File: config.mk
export PLATFORM = sky130hd
export DESIGN_NAME = pid_step_with_windup_clamp
export DESIGN_NICKNAME = d
export VERILOG_FILES = /design/src/rtl/core/pid_pkg.sv /design/src/rtl/core/pid_mul.sv /design/src/rtl/core/pid_div.sv /design/src/rtl/core/pid_step_with_windup_clamp.sv
export SDC_FILE = /design/constraint.sdc
export NUM_CORES = 2
export LEC_CHECK = 0
export BUFFER_PORTS_ARGS = -buffer_cell sky130_fd_sc_hd__buf_2
export CORE_ASPECT_RATIO = 1.2
export CORE_MARGIN = 4
export CORE_UTILIZATION = 50
export DETAILED_ROUTE_END_ITERATION = 6
export PLACE_DENSITY = 0.77
export SLEW_MARGIN = 20
export SYNTH_ARGS = -nofsm -noshare
export SYNTH_HDL_FRONTEND = slang
export SYNTH_SLANG_ARGS = --single-unit
File: constraint.sdc
create_clock -name i_clk -period 8.3 [get_ports i_clk]
set_input_delay 1.66 -clock i_clk [delete_from_list [all_inputs] [get_ports i_clk]]
set_output_delay 1.66 -clock i_clk [all_outputs]
set_load 0.02 [all_outputs]
File: src/rtl/core/pid_pkg.sv
// Shared constants for the PID step block: field widths, register indexes and mode bits.
// No dependencies.
package pid_pkg;

    localparam int DATA_WIDTH_DEF = 32;

    localparam int FB_W     = 32;
    localparam int DT_W     = 16;
    localparam int ACC_W    = 48;
    localparam int LIM_W    = 47;
    localparam int RANGE_W  = 64;
    localparam int MODE_W   = 5;
    localparam int OUT_W    = 32;

    localparam int MUL_A_W  = 48;
    localparam int MUL_B_W  = 32;
    localparam int PROD_W   = MUL_A_W + MUL_B_W;
    localparam int DIV_N_W  = 33;
    localparam int DIV_D_W  = DT_W;

    localparam int CFG_IDX_W = 4;
    localparam int CFG_DAT_W = 64;

    localparam logic [CFG_IDX_W-1:0] CFG_GAIN_PROP   = 4'd0;
    localparam logic [CFG_IDX_W-1:0] CFG_GAIN_INTEG  = 4'd1;
    localparam logic [CFG_IDX_W-1:0] CFG_GAIN_DERIV  = 4'd2;
    localparam logic [CFG_IDX_W-1:0] CFG_SETPOINT    = 4'd3;
    localparam logic [CFG_IDX_W-1:0] CFG_INTEG_LIMIT = 4'd4;
    localparam logic [CFG_IDX_W-1:0] CFG_IN_RANGE    = 4'd5;
    localparam logic [CFG_IDX_W-1:0] CFG_OUT_RANGE   = 4'd6;
    localparam logic [CFG_IDX_W-1:0] CFG_MODE_BITS   = 4'd7;

    localparam int MODE_EN       = 0;
    localparam int MODE_INCLAMP  = 1;
    localparam int MODE_OUTCLAMP = 2;
    localparam int MODE_WRAP     = 3;
    localparam int MODE_TIMED    = 4;

    localparam logic [MODE_W-1:0] MODE_RESET    = 5'd1;
    localparam logic [LIM_W-1:0]  LIMIT_DEFAULT = 47'd300000 << 16;

endpackage

File: src/rtl/core/pid_mul.sv
// Bit-serial unsigned shift-add multiplier, one multiplier bit per cycle.
// Depends on pid_pkg.
module pid_mul (
    input  logic                           i_clk,
    input  logic                           i_rst_n,
    input  logic                           i_start,
    input  logic [pid_pkg::MUL_A_W-1:0]    i_a,
    input  logic [pid_pkg::MUL_B_W-1:0]    i_b,
    output logic [pid_pkg::PROD_W-1:0]     o_prod,
    output logic                           o_busy
);
    localparam int CNT_W = $clog2(pid_pkg::MUL_B_W + 1);

    logic [pid_pkg::MUL_A_W-1:0] r_a;
    logic [pid_pkg::MUL_B_W-1:0] r_b;
    logic [pid_pkg::PROD_W-1:0]  r_acc;
    logic [CNT_W-1:0]            r_cnt;
    logic [pid_pkg::MUL_A_W:0]   sum;

    assign sum = {1'b0, r_acc[pid_pkg::PROD_W-1:pid_pkg::MUL_B_W]}
               + (r_b[0] ? {1'b0, r_a} : '0);

    always_ff @(posedge i_clk) begin
        if (!i_rst_n) begin
            r_cnt <= '0;
        end else if (i_start) begin
            r_cnt <= CNT_W'(pid_pkg::MUL_B_W);
        end else if (r_cnt != '0) begin
            r_cnt <= r_cnt - 1'b1;
        end
    end

    always_ff @(posedge i_clk) begin
        if (i_start) begin
            r_a   <= i_a;
            r_b   <= i_b;
            r_acc <= '0;
        end else if (r_cnt != '0) begin
            r_b   <= r_b >> 1;
            r_acc <= {sum, r_acc[pid_pkg::MUL_B_W-1:1]};
        end
    end

    assign o_prod = r_acc;
    assign o_busy = (r_cnt != '0);
endmodule

File: src/rtl/core/pid_div.sv
// Bit-serial restoring divider, one quotient bit per cycle.
// Depends on pid_pkg.
module pid_div (
    input  logic                           i_clk,
    input  logic                           i_rst_n,
    input  logic                           i_start,
    input  logic [pid_pkg::DIV_N_W-1:0]    i_num,
    input  logic [pid_pkg::DIV_D_W-1:0]    i_den,
    output logic [pid_pkg::DIV_N_W-1:0]    o_quot,
    output logic                           o_busy
);
    localparam int CNT_W = $clog2(pid_pkg::DIV_N_W + 1);

    logic [pid_pkg::DIV_D_W-1:0] r_den;
    logic [pid_pkg::DIV_D_W-1:0] r_rem;
    logic [pid_pkg::DIV_N_W-1:0] r_q;
    logic [CNT_W-1:0]            r_cnt;
    logic [pid_pkg::DIV_D_W:0]   trial;
    logic [pid_pkg::DIV_D_W:0]   diff;
    logic                        fits;

    assign trial = {r_rem, r_q[pid_pkg::DIV_N_W-1]};
    assign fits  = (trial >= {1'b0, r_den});
    assign diff  = trial - {1'b0, r_den};

    always_ff @(posedge i_clk) begin
        if (!i_rst_n) begin
            r_cnt <= '0;
        end else if (i_start) begin
            r_cnt <= CNT_W'(pid_pkg::DIV_N_W);
        end else if (r_cnt != '0) begin
            r_cnt <= r_cnt - 1'b1;
        end
    end

    always_ff @(posedge i_clk) begin
        if (i_start) begin
            r_den <= i_den;
            r_rem <= '0;
            r_q   <= i_num;
        end else if (r_cnt != '0) begin
            r_rem <= fits ? diff[pid_pkg::DIV_D_W-1:0] : trial[pid_pkg::DIV_D_W-1:0];
            r_q   <= {r_q[pid_pkg::DIV_N_W-2:0], fits};
        end
    end

    assign o_quot = r_q;
    assign o_busy = (r_cnt != '0);
endmodule

File: src/rtl/core/pid_step_with_windup_clamp.sv
// PID step with integral windup clamp: takes one sample at a time and returns its drive and
// its three terms. The three gain products run one after another through a single
// bit-serial multiplier, each with its own start and capture. Before them a timed item
// waits while the multiplier forms the trapezoid area and the serial divider forms the
// derivative. A result waits in an output register, and a stalled output holds the
// sequencer and so the input. While disabled, an item is taken and dropped. Registers
// are written only while the sequencer is idle.
// Depends on pid_pkg, pid_mul and pid_div.
module pid_step_with_windup_clamp #(
    parameter int DATA_WIDTH = pid_pkg::DATA_WIDTH_DEF
) (
    input  logic                              i_clk,
    input  logic                              i_rst_n,
    input  logic                              s_axis_tvalid,
    output logic                              s_axis_tready,
    // feedback [31:0], elapsed [47:32]
    input  logic [47:0]                       s_axis_tdata,
    output logic                              m_axis_tvalid,
    input  logic                              m_axis_tready,
    // drive [31:0], p_term [63:32], i_term [95:64], d_term [127:96]
    output logic [127:0]                      m_axis_tdata,
    input  logic                              i_cfg_valid,
    output logic                              o_cfg_ready,
    input  logic [pid_pkg::CFG_IDX_W-1:0]     i_cfg_index,
    input  logic [pid_pkg::CFG_DAT_W-1:0]     i_cfg_data
);
    localparam int DW = DATA_WIDTH;
    localparam int WW = (DW > 32) ? DW : 32;
    localparam int IW = 50;
    localparam int SW = 51;

    typedef enum logic [9:0] {
        S_IDLE   = 10'b0000000001,
        S_CLAMP  = 10'b0000000010,
        S_WRAP   = 10'b0000000100,
        S_TSTART = 10'b0000001000,
        S_TWAIT  = 10'b0000010000,
        S_ACC    = 10'b0000100000,
        S_MGO    = 10'b0001000000,
        S_MWAIT  = 10'b0010000000,
        S_SUM    = 10'b0100000000,
        S_OUT    = 10'b1000000000
    } t_state;

    typedef enum logic [1:0] {
        T_PROP  = 2'd0,
        T_INTEG = 2'd1,
        T_DERIV = 2'd2
    } t_term;

    t_state r_state;
    t_term  r_term;

    logic signed [31:0]          r_gp, r_gi, r_gd, r_sp;
    logic [pid_pkg::LIM_W-1:0]   r_limit;
    logic [pid_pkg::RANGE_W-1:0] r_in_range, r_out_range;
    logic [pid_pkg::MODE_W-1:0]  r_mode;

    logic signed [31:0]          r_fb, r_err, r_prev;
    logic [15:0]                 r_dt;
    logic signed [32:0]          r_e0;
    logic signed [pid_pkg::ACC_W-1:0] r_acc;
    logic signed [IW-1:0]        r_inc;
    logic signed [33:0]          r_deriv;
    logic                        r_sneg, r_dneg;
    logic signed [DW-1:0]        r_p, r_i, r_d, r_drive;
    logic [127:0]                r_out;
    logic                        r_ovalid;

    logic signed [31:0] in_lo, in_hi, out_lo, out_hi, fb_c;
    logic signed [32:0] span, diff, tsum;
    logic signed [33:0] c1, c2, e0x, werr;
    logic [33:0]        m0, m1, m2;
    logic [32:0]        diff_mag, tsum_mag;
    logic [31:0]        err_mag, gain_mag;
    logic [47:0]        acc_mag;
    logic [33:0]        der_mag;
    logic               term_neg;
    logic signed [31:0] gain_sel;

    logic                          mul_start, div_start, mul_busy, div_busy;
    logic [pid_pkg::MUL_A_W-1:0]   mul_a;
    logic [pid_pkg::MUL_B_W-1:0]   mul_b;
    logic [pid_pkg::PROD_W-1:0]    prod;
    logic [pid_pkg::DIV_N_W-1:0]   quot;

    logic [63:0]        mq, lim64, mm;
    logic signed [DW-1:0] term_val;
    logic signed [IW-1:0] tinc_mag;
    logic signed [SW-1:0] acc_sum, lim_s, acc_new;
    logic signed [DW+1:0] psum;
    logic signed [DW-1:0] psat;
    logic signed [WW-1:0] dx, drv_c, px, ix, ddx;

    assign in_lo  = r_in_range[31:0];
    assign in_hi  = r_in_range[63:32];
    assign out_lo = r_out_range[31:0];
    assign out_hi = r_out_range[63:32];

    always_comb begin
        fb_c = r_fb;
        if (r_mode[pid_pkg::MODE_INCLAMP]) begin
            if (fb_c > in_hi) fb_c = in_hi;
            if (fb_c < in_lo) fb_c = in_lo;
        end
    end

    assign span = {in_hi[31], in_hi} - {in_lo[31], in_lo};
    assign e0x  = {r_e0[32], r_e0};
    assign c1   = e0x + {span[32], span};
    assign c2   = e0x - {span[32], span};
    assign m0   = e0x[33] ? 34'(-e0x) : 34'(e0x);
    assign m1   = c1[33] ? 34'(-c1) : 34'(c1);
    assign m2   = c2[33] ? 34'(-c2) : 34'(c2);

    always_comb begin
        werr = e0x;
        if (r_mode[pid_pkg::MODE_WRAP] && (in_hi > in_lo)) begin
            if (!((m0 <= m1) && (m0 <= m2))) begin
                werr = (m1 < m2) ? c1 : c2;
            end
        end
    end

    assign diff     = {r_err[31], r_err} - {r_prev[31], r_prev};
    assign tsum     = {r_prev[31], r_prev} + {r_err[31], r_err};
    assign diff_mag = diff[32] ? 33'(-diff) : 33'(diff);
    assign tsum_mag = tsum[32] ? 33'(-tsum) : 33'(tsum);
    assign err_mag  = r_err[31] ? 32'(-r_err) : 32'(r_err);
    assign acc_mag  = r_acc[47] ? 48'(-r_acc) : 48'(r_acc);
    assign der_mag  = r_deriv[33] ? 34'(-r_deriv) : 34'(r_deriv);

    always_comb begin
        unique case (r_term)
            T_PROP: begin
                gain_sel = r_gp;
                term_neg = r_err[31] ^ r_gp[31];
                mul_a    = {16'b0, err_mag};
            end
            T_INTEG: begin
                gain_sel = r_gi;
                term_neg = r_acc[47] ^ r_gi[31];
                mul_a    = acc_mag;
            end
            default: begin
                gain_sel = r_gd;
                term_neg = r_deriv[33] ^ r_gd[31];
                mul_a    = {14'b0, der_mag};
            end
        endcase
        gain_mag = gain_sel[31] ? 32'(-gain_sel) : 32'(gain_sel);
        mul_b    = gain_mag;
        if (r_state == S_TSTART) begin
            mul_a = {15'b0, tsum_mag};
            mul_b = {16'b0, r_dt};
        end
    end

    assign mul_start = (r_state == S_MGO)
                    || ((r_state == S_TSTART) && r_mode[pid_pkg::MODE_TIMED]);
    assign div_start = (r_state == S_TSTART) && r_mode[pid_pkg::MODE_TIMED];

    pid_mul u_mul (
        .i_clk   (i_clk),
        .i_rst_n (i_rst_n),
        .i_start (mul_start),
        .i_a     (mul_a),
        .i_b     (mul_b),
        .o_prod  (prod),
        .o_busy  (mul_busy)
    );

    pid_div u_div (
        .i_clk   (i_clk),
        .i_rst_n (i_rst_n),
        .i_start (div_start),
        .i_num   (diff_mag),
        .i_den   (r_dt),
        .o_quot  (quot),
        .o_busy  (div_busy)
    );

    assign mq       = prod[79:16];
    assign lim64    = (64'd1 << (DW - 1)) - {63'b0, !term_neg};
    assign mm       = (mq > lim64) ? lim64 : mq;
    assign term_val = term_neg ? DW'(-mm) : DW'(mm);

    assign tinc_mag = IW'(prod[49:1]);
    assign lim_s    = SW'({1'b0, r_limit});
    assign acc_sum  = SW'(r_acc) + SW'(r_inc);

    always_comb begin
        acc_new = acc_sum;
        if (acc_new > lim_s)  acc_new = lim_s;
        if (acc_new < -lim_s) acc_new = -lim_s;
    end

    assign psum = (DW+2)'(r_p) + (DW+2)'(r_i) + (DW+2)'(r_d);

    always_comb begin
        if (psum > $signed((DW+2)'({1'b0, {(DW-1){1'b1}}}))) begin
            psat = {1'b0, {(DW-1){1'b1}}};
        end else if (psum < -$signed((DW+2)'({1'b1, {(DW-1){1'b0}}}))) begin
            psat = {1'b1, {(DW-1){1'b0}}};
        end else begin
            psat = psum[DW-1:0];
        end
    end

    assign dx = WW'(r_drive);
    always_comb begin
        drv_c = dx;
        if (r_mode[pid_pkg::MODE_OUTCLAMP]) begin
            if (drv_c > WW'(out_hi)) drv_c = WW'(out_hi);
            if (drv_c < WW'(out_lo)) drv_c = WW'(out_lo);
        end
    end
    assign px  = WW'(r_p);
    assign ix  = WW'(r_i);
    assign ddx = WW'(r_d);

    always_ff @(posedge i_clk) begin
        if (!i_rst_n) begin
            r_gp        <= '0;
            r_gi        <= '0;
            r_gd        <= '0;
            r_sp        <= '0;
            r_limit     <= pid_pkg::LIMIT_DEFAULT;
            r_in_range  <= '0;
            r_out_range <= '0;
            r_mode      <= pid_pkg::MODE_RESET;
            r_state     <= S_IDLE;
            r_term      <= T_PROP;
            r_prev      <= '0;
            r_acc       <= '0;
            r_ovalid    <= 1'b0;
        end else begin
            if ((r_state == S_OUT) && (!r_ovalid || m_axis_tready)) begin
                r_ovalid <= 1'b1;
            end else if (m_axis_tready) begin
                r_ovalid <= 1'b0;
            end
            if (i_cfg_valid && o_cfg_ready) begin
                unique case (i_cfg_index)
                    pid_pkg::CFG_GAIN_PROP:   r_gp <= i_cfg_data[31:0];
                    pid_pkg::CFG_GAIN_INTEG:  r_gi <= i_cfg_data[31:0];
                    pid_pkg::CFG_GAIN_DERIV:  r_gd <= i_cfg_data[31:0];
                    pid_pkg::CFG_SETPOINT:    r_sp <= i_cfg_data[31:0];
                    pid_pkg::CFG_INTEG_LIMIT: r_limit <= i_cfg_data[pid_pkg::LIM_W-1:0];
                    pid_pkg::CFG_IN_RANGE:    r_in_range <= i_cfg_data;
                    pid_pkg::CFG_OUT_RANGE:   r_out_range <= i_cfg_data;
                    pid_pkg::CFG_MODE_BITS: begin
                        r_mode <= i_cfg_data[pid_pkg::MODE_W-1:0];
                        if (!i_cfg_data[pid_pkg::MODE_EN]) r_acc <= '0;
                    end
                    default: ;
                endcase
            end
            unique case (r_state)
                S_IDLE: begin
                    if (s_axis_tvalid && s_axis_tready && r_mode[pid_pkg::MODE_EN]) begin
                        r_state <= S_CLAMP;
                    end
                end
                S_CLAMP: begin
                    r_state <= S_WRAP;
                end
                S_WRAP: begin
                    r_state <= S_TSTART;
                end
                S_TSTART: begin
                    r_state <= r_mode[pid_pkg::MODE_TIMED] ? S_TWAIT : S_ACC;
                end
                S_TWAIT: begin
                    if (!mul_busy && !div_busy) r_state <= S_ACC;
                end
                S_ACC: begin
                    r_acc   <= acc_new[pid_pkg::ACC_W-1:0];
                    r_term  <= T_PROP;
                    r_state <= S_MGO;
                end
                S_MGO: begin
                    r_state <= S_MWAIT;
                end
                S_MWAIT: begin
                    if (!mul_busy) begin
                        unique case (r_term)
                            T_PROP: begin
                                r_term  <= T_INTEG;
                                r_state <= S_MGO;
                            end
                            T_INTEG: begin
                                r_term  <= T_DERIV;
                                r_state <= S_MGO;
                            end
                            default: begin
                                r_state <= S_SUM;
                            end
                        endcase
                    end
                end
                S_SUM: begin
                    r_prev  <= r_err;
                    r_state <= S_OUT;
                end
                S_OUT: begin
                    if (!r_ovalid || m_axis_tready) begin
                        r_state <= S_IDLE;
                    end
                end
                default: r_state <= S_IDLE;
            endcase
        end
    end

    always_ff @(posedge i_clk) begin
        if (s_axis_tvalid && s_axis_tready) begin
            r_fb <= s_axis_tdata[31:0];
            r_dt <= s_axis_tdata[47:32];
        end
        if (r_state == S_CLAMP) begin
            r_e0 <= {r_sp[31], r_sp} - {fb_c[31], fb_c};
        end
        if (r_state == S_WRAP) begin
            if (werr > 34'sd2147483647) begin
                r_err <= 32'sh7fffffff;
            end else if (werr < -34'sd2147483648) begin
                r_err <= 32'sh80000000;
            end else begin
                r_err <= werr[31:0];
            end
        end
        if (r_state == S_TSTART) begin
            r_sneg  <= tsum[32];
            r_dneg  <= diff[32];
            r_inc   <= IW'(r_err);
            r_deriv <= 34'(diff);
        end
        if ((r_state == S_TWAIT) && !mul_busy && !div_busy) begin
            r_inc <= r_sneg ? -tinc_mag : tinc_mag;
            if (r_dt == '0) begin
                r_deriv <= '0;
            end else begin
                r_deriv <= r_dneg ? -34'({1'b0, quot}) : 34'({1'b0, quot});
            end
        end
        if ((r_state == S_MWAIT) && !mul_busy) begin
            unique case (r_term)
                T_PROP:  r_p <= term_val;
                T_INTEG: r_i <= term_val;
                default: r_d <= term_val;
            endcase
        end
        if (r_state == S_SUM) begin
            r_drive <= psat;
        end
        if ((r_state == S_OUT) && (!r_ovalid || m_axis_tready)) begin
            r_out <= {ddx[31:0], ix[31:0], px[31:0], drv_c[31:0]};
        end
    end

    assign s_axis_tready = (r_state == S_IDLE) && !i_cfg_valid;
    assign m_axis_tvalid = r_ovalid;
    assign m_axis_tdata  = r_out;
    assign o_cfg_ready   = (r_state == S_IDLE);

endmodule
### Yosys cells after proc, flatten, opt, wreduce, memory -nomap -nowiden

Cells that the tools add are included.

| cells by class | value |
|---|---|
| add/subtract/negate cells | 27 |
| $lt $le $gt $ge | 16 |
| equal/unequal tests | 24 |
| multiplexer cells | 64 |
| bitwise logic cells | 5 |
| reduce and logical (&&, ||, !) cells | 48 |

Operators by type and width:

| kind | count |
|---|---|
| 2-to-1 mux 32 bit | 17 |
| 2-to-1 mux 34 bit | 11 |
| 2-to-1 mux 48 bit | 7 |
| 2-to-1 mux 33 bit | 5 |
| 2-to-1 mux 50 bit | 3 |
| negation 34 bit | 3 |
| one-hot mux 10 bit (10 select lines) | 1 |
| subtractor 32 x 32 -> 33 bit | 3 |
| greater-than comparator 32 bit | 3 |
| negation 32 bit | 3 |
| one-hot mux 48 bit (2 select lines) | 1 |
| greater-than comparator 34 x 32 -> 1 bit (second input constant) | 2 |
| <= comparator 34 bit | 2 |
| < comparator 34 x 32 -> 1 bit (second input constant) | 2 |
| negation 33 -> 34 bit | 2 |
| adder 32 x 32 -> 33 bit | 2 |
| negation 33 bit | 2 |
| greater-than comparator 64 bit | 1 |
| < comparator 32 bit | 2 |
| one-hot mux 32 bit (2 select lines) | 1 |
| adder 48 x 50 -> 51 bit | 1 |
| greater-than comparator 51 x 48 -> 1 bit | 1 |
| < comparator 51 bit | 1 |
| 2-to-1 mux 51 bit | 1 |
| other kinds (51) | 107 |

| word-level totals | value |
|---|---|
| bits in registers | 1093 |
| bits of input ports | 121 |
| output and inout bits | 131 |
| logic and storage cells | 221 |

### Logic depth before layout (Yosys ltp)

| depth | value |
|---|---|
| word-level depth | 10 |
| mapped depth | 49 |
| gate-level depth less buffers | 46 |

### Hierarchy

Synthesis repeated with hierarchy kept, for this count alone.

| unflattened totals | value |
|---|---|
| cells, all modules | 9302 |
| area, all modules | 80976.4 um^2 |

By module, submodules not included:

| module | instances | cells an instance | area an instance (um^2) | sequential area each (um^2) |
|---|---|---|---|---|
| pid_step_with_windup_clamp | 1 | 8058 | 68500.7 | 21690.8 |
| pid_mul | 1 | 910 | 8652.0 | 4124.0 |
| pid_div | 1 | 334 | 3823.7 | 1911.8 |

### Worst setup path after synthesis

No wires, ideal clock.

| path | value |
|---|---|
| path kind | flip-flop to flip-flop |
| from | register r_in_range[49] (netlist bit) |
| to | register r_e0[30] (data pin) |
| setup time | 258 ps |
| data arrival time | 8975 ps |
| setup slack | -934 ps |
| stages on the path, launching flop included | 46 |
| buffers on the path | 3 |
| cell sequence | dfxtp_1 -> inv_1 -> ha_1 -> a21o_1 -> a21o_1 -> a21o_1 -> a21o_1 -> a21o_1 -> a21o_1 -> a21o_1 -> a221oi_1 -> a31o_2 -> clkbuf_1 -> clkbuf_1 -> mux2_2 -> ha_1 -> a21oi_1 -> nor2b_1 -> [... 10 more ...] -> o211ai_1 -> ha_1 -> fa_1 -> nor2b_1 -> o21ai_0 -> a21boi_0 -> o21a_1 -> o211ai_1 -> a211o_1 -> a31oi_1 -> o41a_1 -> a41oi_1 -> a2111oi_0 -> a31oi_1 -> a21oi_1 -> a21o_1 -> a21oi_1 -> xnor2_1 |

| between the ends | value |
|---|---|
| word-level cells in the longest chain between the ends | 7 |

Ends and longest elaborated chain:

| element | RTL line | source |
|---|---|---|
| from (decl) | pid_step_with_windup_clamp.sv:56 | `logic [pid_pkg::RANGE_W-1:0] r_in_range, r_out_range;` |
| from (signal assigned) | pid_step_with_windup_clamp.sv:250 | `pid_pkg::CFG_IN_RANGE: r_in_range <= i_cfg_data;` |
| greater-than comparator 32 bit | pid_step_with_windup_clamp.sv:103 | `if (fb_c > in_hi) fb_c = in_hi;` |
| 2-to-1 mux 32 bit (*) | pid_step_with_windup_clamp.sv:103 |  |
| 2-to-1 mux 32 bit (*) | pid_step_with_windup_clamp.sv:102 | `if (r_mode[pid_pkg::MODE_INCLAMP]) begin` |
| < comparator 32 bit | pid_step_with_windup_clamp.sv:104 | `if (fb_c < in_lo) fb_c = in_lo;` |
| 2-to-1 mux 32 bit (*) | pid_step_with_windup_clamp.sv:104 |  |
| 2-to-1 mux 32 bit (*) | pid_step_with_windup_clamp.sv:102 |  |
| subtractor 32 x 32 -> 33 bit (*) | pid_step_with_windup_clamp.sv:322 | `r_e0 <= {r_sp[31], r_sp} - {fb_c[31], fb_c};` |
| to (signal assigned) | pid_step_with_windup_clamp.sv:322 |  |
| to (decl) | pid_step_with_windup_clamp.sv:61 | `logic signed [32:0] r_e0;` |

Every way passes the cells marked *; elsewhere a longest branch is shown, timed or not. The select of a mux whose other input is x is not followed.
A chain may end at the register's enable or synchronous reset.

### Worst setup path after layout

| path | value |
|---|---|
| from | register r_inc[6] |
| to | register r_acc[28] (netlist bit) |

| between the ends | value |
|---|---|
| word-level cells in the longest chain between the ends | 6 |

Ends and longest elaborated chain:

| element | RTL line | source |
|---|---|---|
| from (decl) | pid_step_with_windup_clamp.sv:63 | `logic signed [IW-1:0] r_inc;` |
| from (signal assigned) | pid_step_with_windup_clamp.sv:336 | `r_inc <= IW'(r_err);` |
| from (signal assigned) | pid_step_with_windup_clamp.sv:340 | `r_inc <= r_sneg ? -tinc_mag : tinc_mag;` |
| adder 48 x 50 -> 51 bit (*) | pid_step_with_windup_clamp.sv:190 | `assign acc_sum = SW'(r_acc) + SW'(r_inc);` |
| greater-than comparator 51 x 48 -> 1 bit | pid_step_with_windup_clamp.sv:194 | `if (acc_new > lim_s) acc_new = lim_s;` |
| 2-to-1 mux 51 bit (*) | pid_step_with_windup_clamp.sv:194 |  |
| < comparator 51 bit | pid_step_with_windup_clamp.sv:195 | `if (acc_new < -lim_s) acc_new = -lim_s;` |
| 2-to-1 mux 48 bit (*) | pid_step_with_windup_clamp.sv:195 |  |
| 2-to-1 mux 48 bit (*) | pid_step_with_windup_clamp.sv:259 | `unique case (r_state)` |
| to (signal assigned) | pid_step_with_windup_clamp.sv:278 | `r_acc <= acc_new[pid_pkg::ACC_W-1:0];` |
| to (decl) | pid_step_with_windup_clamp.sv:62 | `logic signed [pid_pkg::ACC_W-1:0] r_acc;` |

Every way passes the cells marked *; elsewhere a longest branch is shown, timed or not.

==> flow_summary.toml <==
[place]
placed_cell_area_um2 = 89000
placedCellCount = 12100
io_buffers = 251
place.detailed.hpwl_um = 221000
gp_congestion = 1.01

[pwr]
power.switching_uw = 14200
power.density_nw_per_um2 = 354
p_int_uw = 19900
combinationalPowerShare_pct = 64.2
leakage_uw = 0.0392
swShare_pct = 41.5
pwr-share-seq_pct = 20.6
power.total_uw = 34100
clock_power_share_pct = 15.2
vdd_ir_drop_max_mv = 1.05

[layout]
fin_area_um2 = 96400
area_growth_pct = 21.6
final_cell_mix = "1382 x nand2_1, 964 x buf_4, 852 x a21oi_1"
finalNetCount = 11100
mostFrequentLayoutCell = "nand2_1"
drive_above_1_share_pct = 20.6
stdcell_count = 12400

[detailed_routing]
ant_nets = 0
drt_iter0_drc = 7012
dr.pass1.iters = 7
wire_per_inst_um = 23.4
drc = 3
route.vias.total = 75000
viasPerCell = 6.03
finalWirelength_um = 291000

[timing]
worstMarginPinSlew_ns = 1.16
finalSetupTns_ns = -51.74
clock_skew_ns = 0.0723
clock.fmax_ghz = 0.110
fin_ws_ns = -0.776
period_share_pct = 109
setup_viol = 86
final_hold_viol_count = 0
drv_slew = 0
relSlewSlack_pct = 22.8
fin_crit_ns = 9.08
rsz0062_at_grt = "true"

[clock_tree]
cts_tree = "built"
clock_sinks = 1092
numCtsBuffers = 111
h-tree-depth = 3
cts_root_buf = "clkbuf_16"
path_clk_slew_ns = 0.07
cts.path.max_buffers = 3
clock_latency_ns = 0.80

[floorplan]
chipWidth_um = 371
core_um2 = 157000
ioPinCount = 252
rows = 159
die_y_um = 444
initial_utilization_pct = 50.5
dieArea_um2 = 165000

[setup_path]
worst_path_max_delay_cell = "or4_4"
crit_type = "reg2reg"
crit_path_frequent_cell = "a21o_1"
max_stage_delay_ns = 0.48
crit_arrival_ns = 9.73
worstSetupEndpointType = "flop"
path_max_fanout = 8
start_kind = "flop"
crit_required_ns = 8.95

[yosys]
yosys_most_used_dff = "edfxtp_1"
yosys_warnings = 0
synth-edff-count = 584
synth-async-reset-ratio_pct = 0
ys_seq_area_share_pct = 35.0
netlist_area_um2 = 79300
synth_cells = 9246
syn_avg_cell_area_um2 = 8.57
ys_ff_latch = 1092
synth_cell_types = 113

[global_route]
grt_max_degree = 196
antenna_found_initial = 7
grt_first_pass_wirelength_um = 427000
grt-ovfl-total = 0
track_usage_pct = 33.6
grt_pass1_vias = 71700

[status]
status = "complete, but fails checks"
failed_checks = "design-rule violations, negative setup slack"

[hold_path]
min_path_type = "reg2reg"

[job]
drv_cap = 0
## final cells by class
class	instances	area [um2]
clock buffers	152	3140
multi-input cells	7226	50400
fillers	13400	60600
inverters	496	1870
repair buffers	1307	10100
well taps	2093	2620
clock inverters	59	616
diodes	8	20.0
flip-flops and latches	1092	27700
## logic make-up (layout without fill, tap and decap cells)
| group | count (synthesis) | after routing | share of synthesized area [%] |
|---|---|---|---|
| AND/OR/NAND/NOR | 2970 | 2970 | 17.3 |
| AO/OA/AOI/OAI | 2546 | 2547 | 19.8 |
| multiplexers | 245 | 245 | 3.34 |
| other | 1 | 10 | 0.00473 |
| adder cells (fa/ha/maj) | 754 | 754 | 12.3 |
| XOR/XNOR | 708 | 708 | 7.85 |
| buffers and inverters | 930 | 2014 | 4.48 |
| flip-flops | 1092 | 1092 | 35.0 |
## synthesized netlist by cell type, types with 64 or more instances
master	instances	area (um2)
a21o_1	209	1570
nand4_1	122	763
o21ai_0	633	3170
xor2_1	285	2500
or3_1	83	519
nand3_1	116	581
nand2b_1	94	588
clkbuf_1	386	1450
xnor2_1	421	3690
a21oi_1	912	4560
nor2_1	533	2000
and2_1	88	551
o21a_1	65	488
mux2_2	141	1590
o31ai_1	115	863
mux2i_1	94	941
edfxtp_1	584	17500
nor4_1	64	400
nor2b_1	101	632
dfxtp_1	508	10200
nand2_1	1399	5250
inv_1	487	1830
ha_1	712	8910
nor3_1	149	746
## power by group through the flow
stage | Sequential, uW | Combinational, uW | Clock (uW)
6_report | 7020 | 21900 | 5180
5_1_grt | 7060 | 23600 | 5470
4_1_cts | 6990 | 21200 | 5260
3_5_place_dp | 7110 | 18100 | 0
3_3_place_gp | 7080 | 17900 | 0
2_1_floorplan | 6820 | 11100 | 0
## state kept, by name, summed over array words and instances, names as in the netlist, 32 cells and up
| register | cells |
|---|---|
| ddx | 32 |
| ix | 32 |
| r_limit | 47 |
| r_err | 32 |
| r_out_range | 64 |
| r_fb | 32 |
| u_mul.o_prod | 79 |
| r_gd | 32 |
| r_gi | 32 |
| dx | 32 |
| u_div.o_quot | 33 |
| r_prev | 32 |
| r_e0 | 33 |
| r_acc | 48 |
| px | 32 |
| r_in_range | 64 |
| u_mul.r_b | 32 |
| r_inc | 50 |
| r_sp | 32 |
| r_deriv | 34 |
| u_mul.r_a | 48 |
| m_axis_tdata | 128 |
| r_gp | 32 |
## final timing paths
| kind | from | endpoint | slack [ns] | cells after the start |
|---|---|---|---|---|
| hold / removal | r_gi[23]$_SDFFE_PN0P_ | r_gi[23]$_SDFFE_PN0P_ | 0.45 | 2 |
| setup / recovery | r_inc[6]$_DFFE_PP_ | r_acc[28]$_SDFFE_PN0P_ | -0.78 | 50 |
| hold reg to reg | r_gi[23]$_SDFFE_PN0P_ | r_gi[23]$_SDFFE_PN0P_ | 0.45 | 2 |
| setup reg to reg | r_inc[6]$_DFFE_PP_ | r_acc[28]$_SDFFE_PN0P_ | -0.78 | 50 |
## critical path: cells and delay by family, from the launching register on
kind / cells / cell delay, ns
xor+xnor: 2 / 0.41
buf+inv: 10 / 1.57
fa+ha+maj: 3 / 0.69
simple gates: 9 / 1.70
flops: 1 / 0.37
compound gates: 26 / 4.20
## through the flow
stage / utilization (%) / hold slack, ns / setup WS, ns
after floorplan: - / 0.431 / -0.0156
after global placement: 56.7 / 0.437 / -1.17
after detailed placement: 56.7 / 0.443 / -1.28
after CTS: 60.5 / 0.451 / -0.505
after global routing: 61.4 / 0.467 / -1.01
final: 61.4 / 0.450 / -0.776
## what timing repair did
item                       CTS  global route
setup endpoints to repair   94            94
gates cloned                12             9
pin swaps                  160           176
resized for setup          376           216
setup buffers               74            39
hold buffers                 0             0
## metal layers
| metal | global-route usage (%) | vias to the layer above | wire [um] |
|---|---|---|---|
| met2 | 55.4 | 3303 | 134000 |
| li1 | - | 35000 | - |
| met3 | 5.00 | 930 | 22200 |
| met1 | 39.9 | 35700 | 108000 |
| met4 | 24.6 | 8 | 26000 |
| met5 | 0 | - | 56 |
Note: power is estimated with default switching activity, not from simulation.
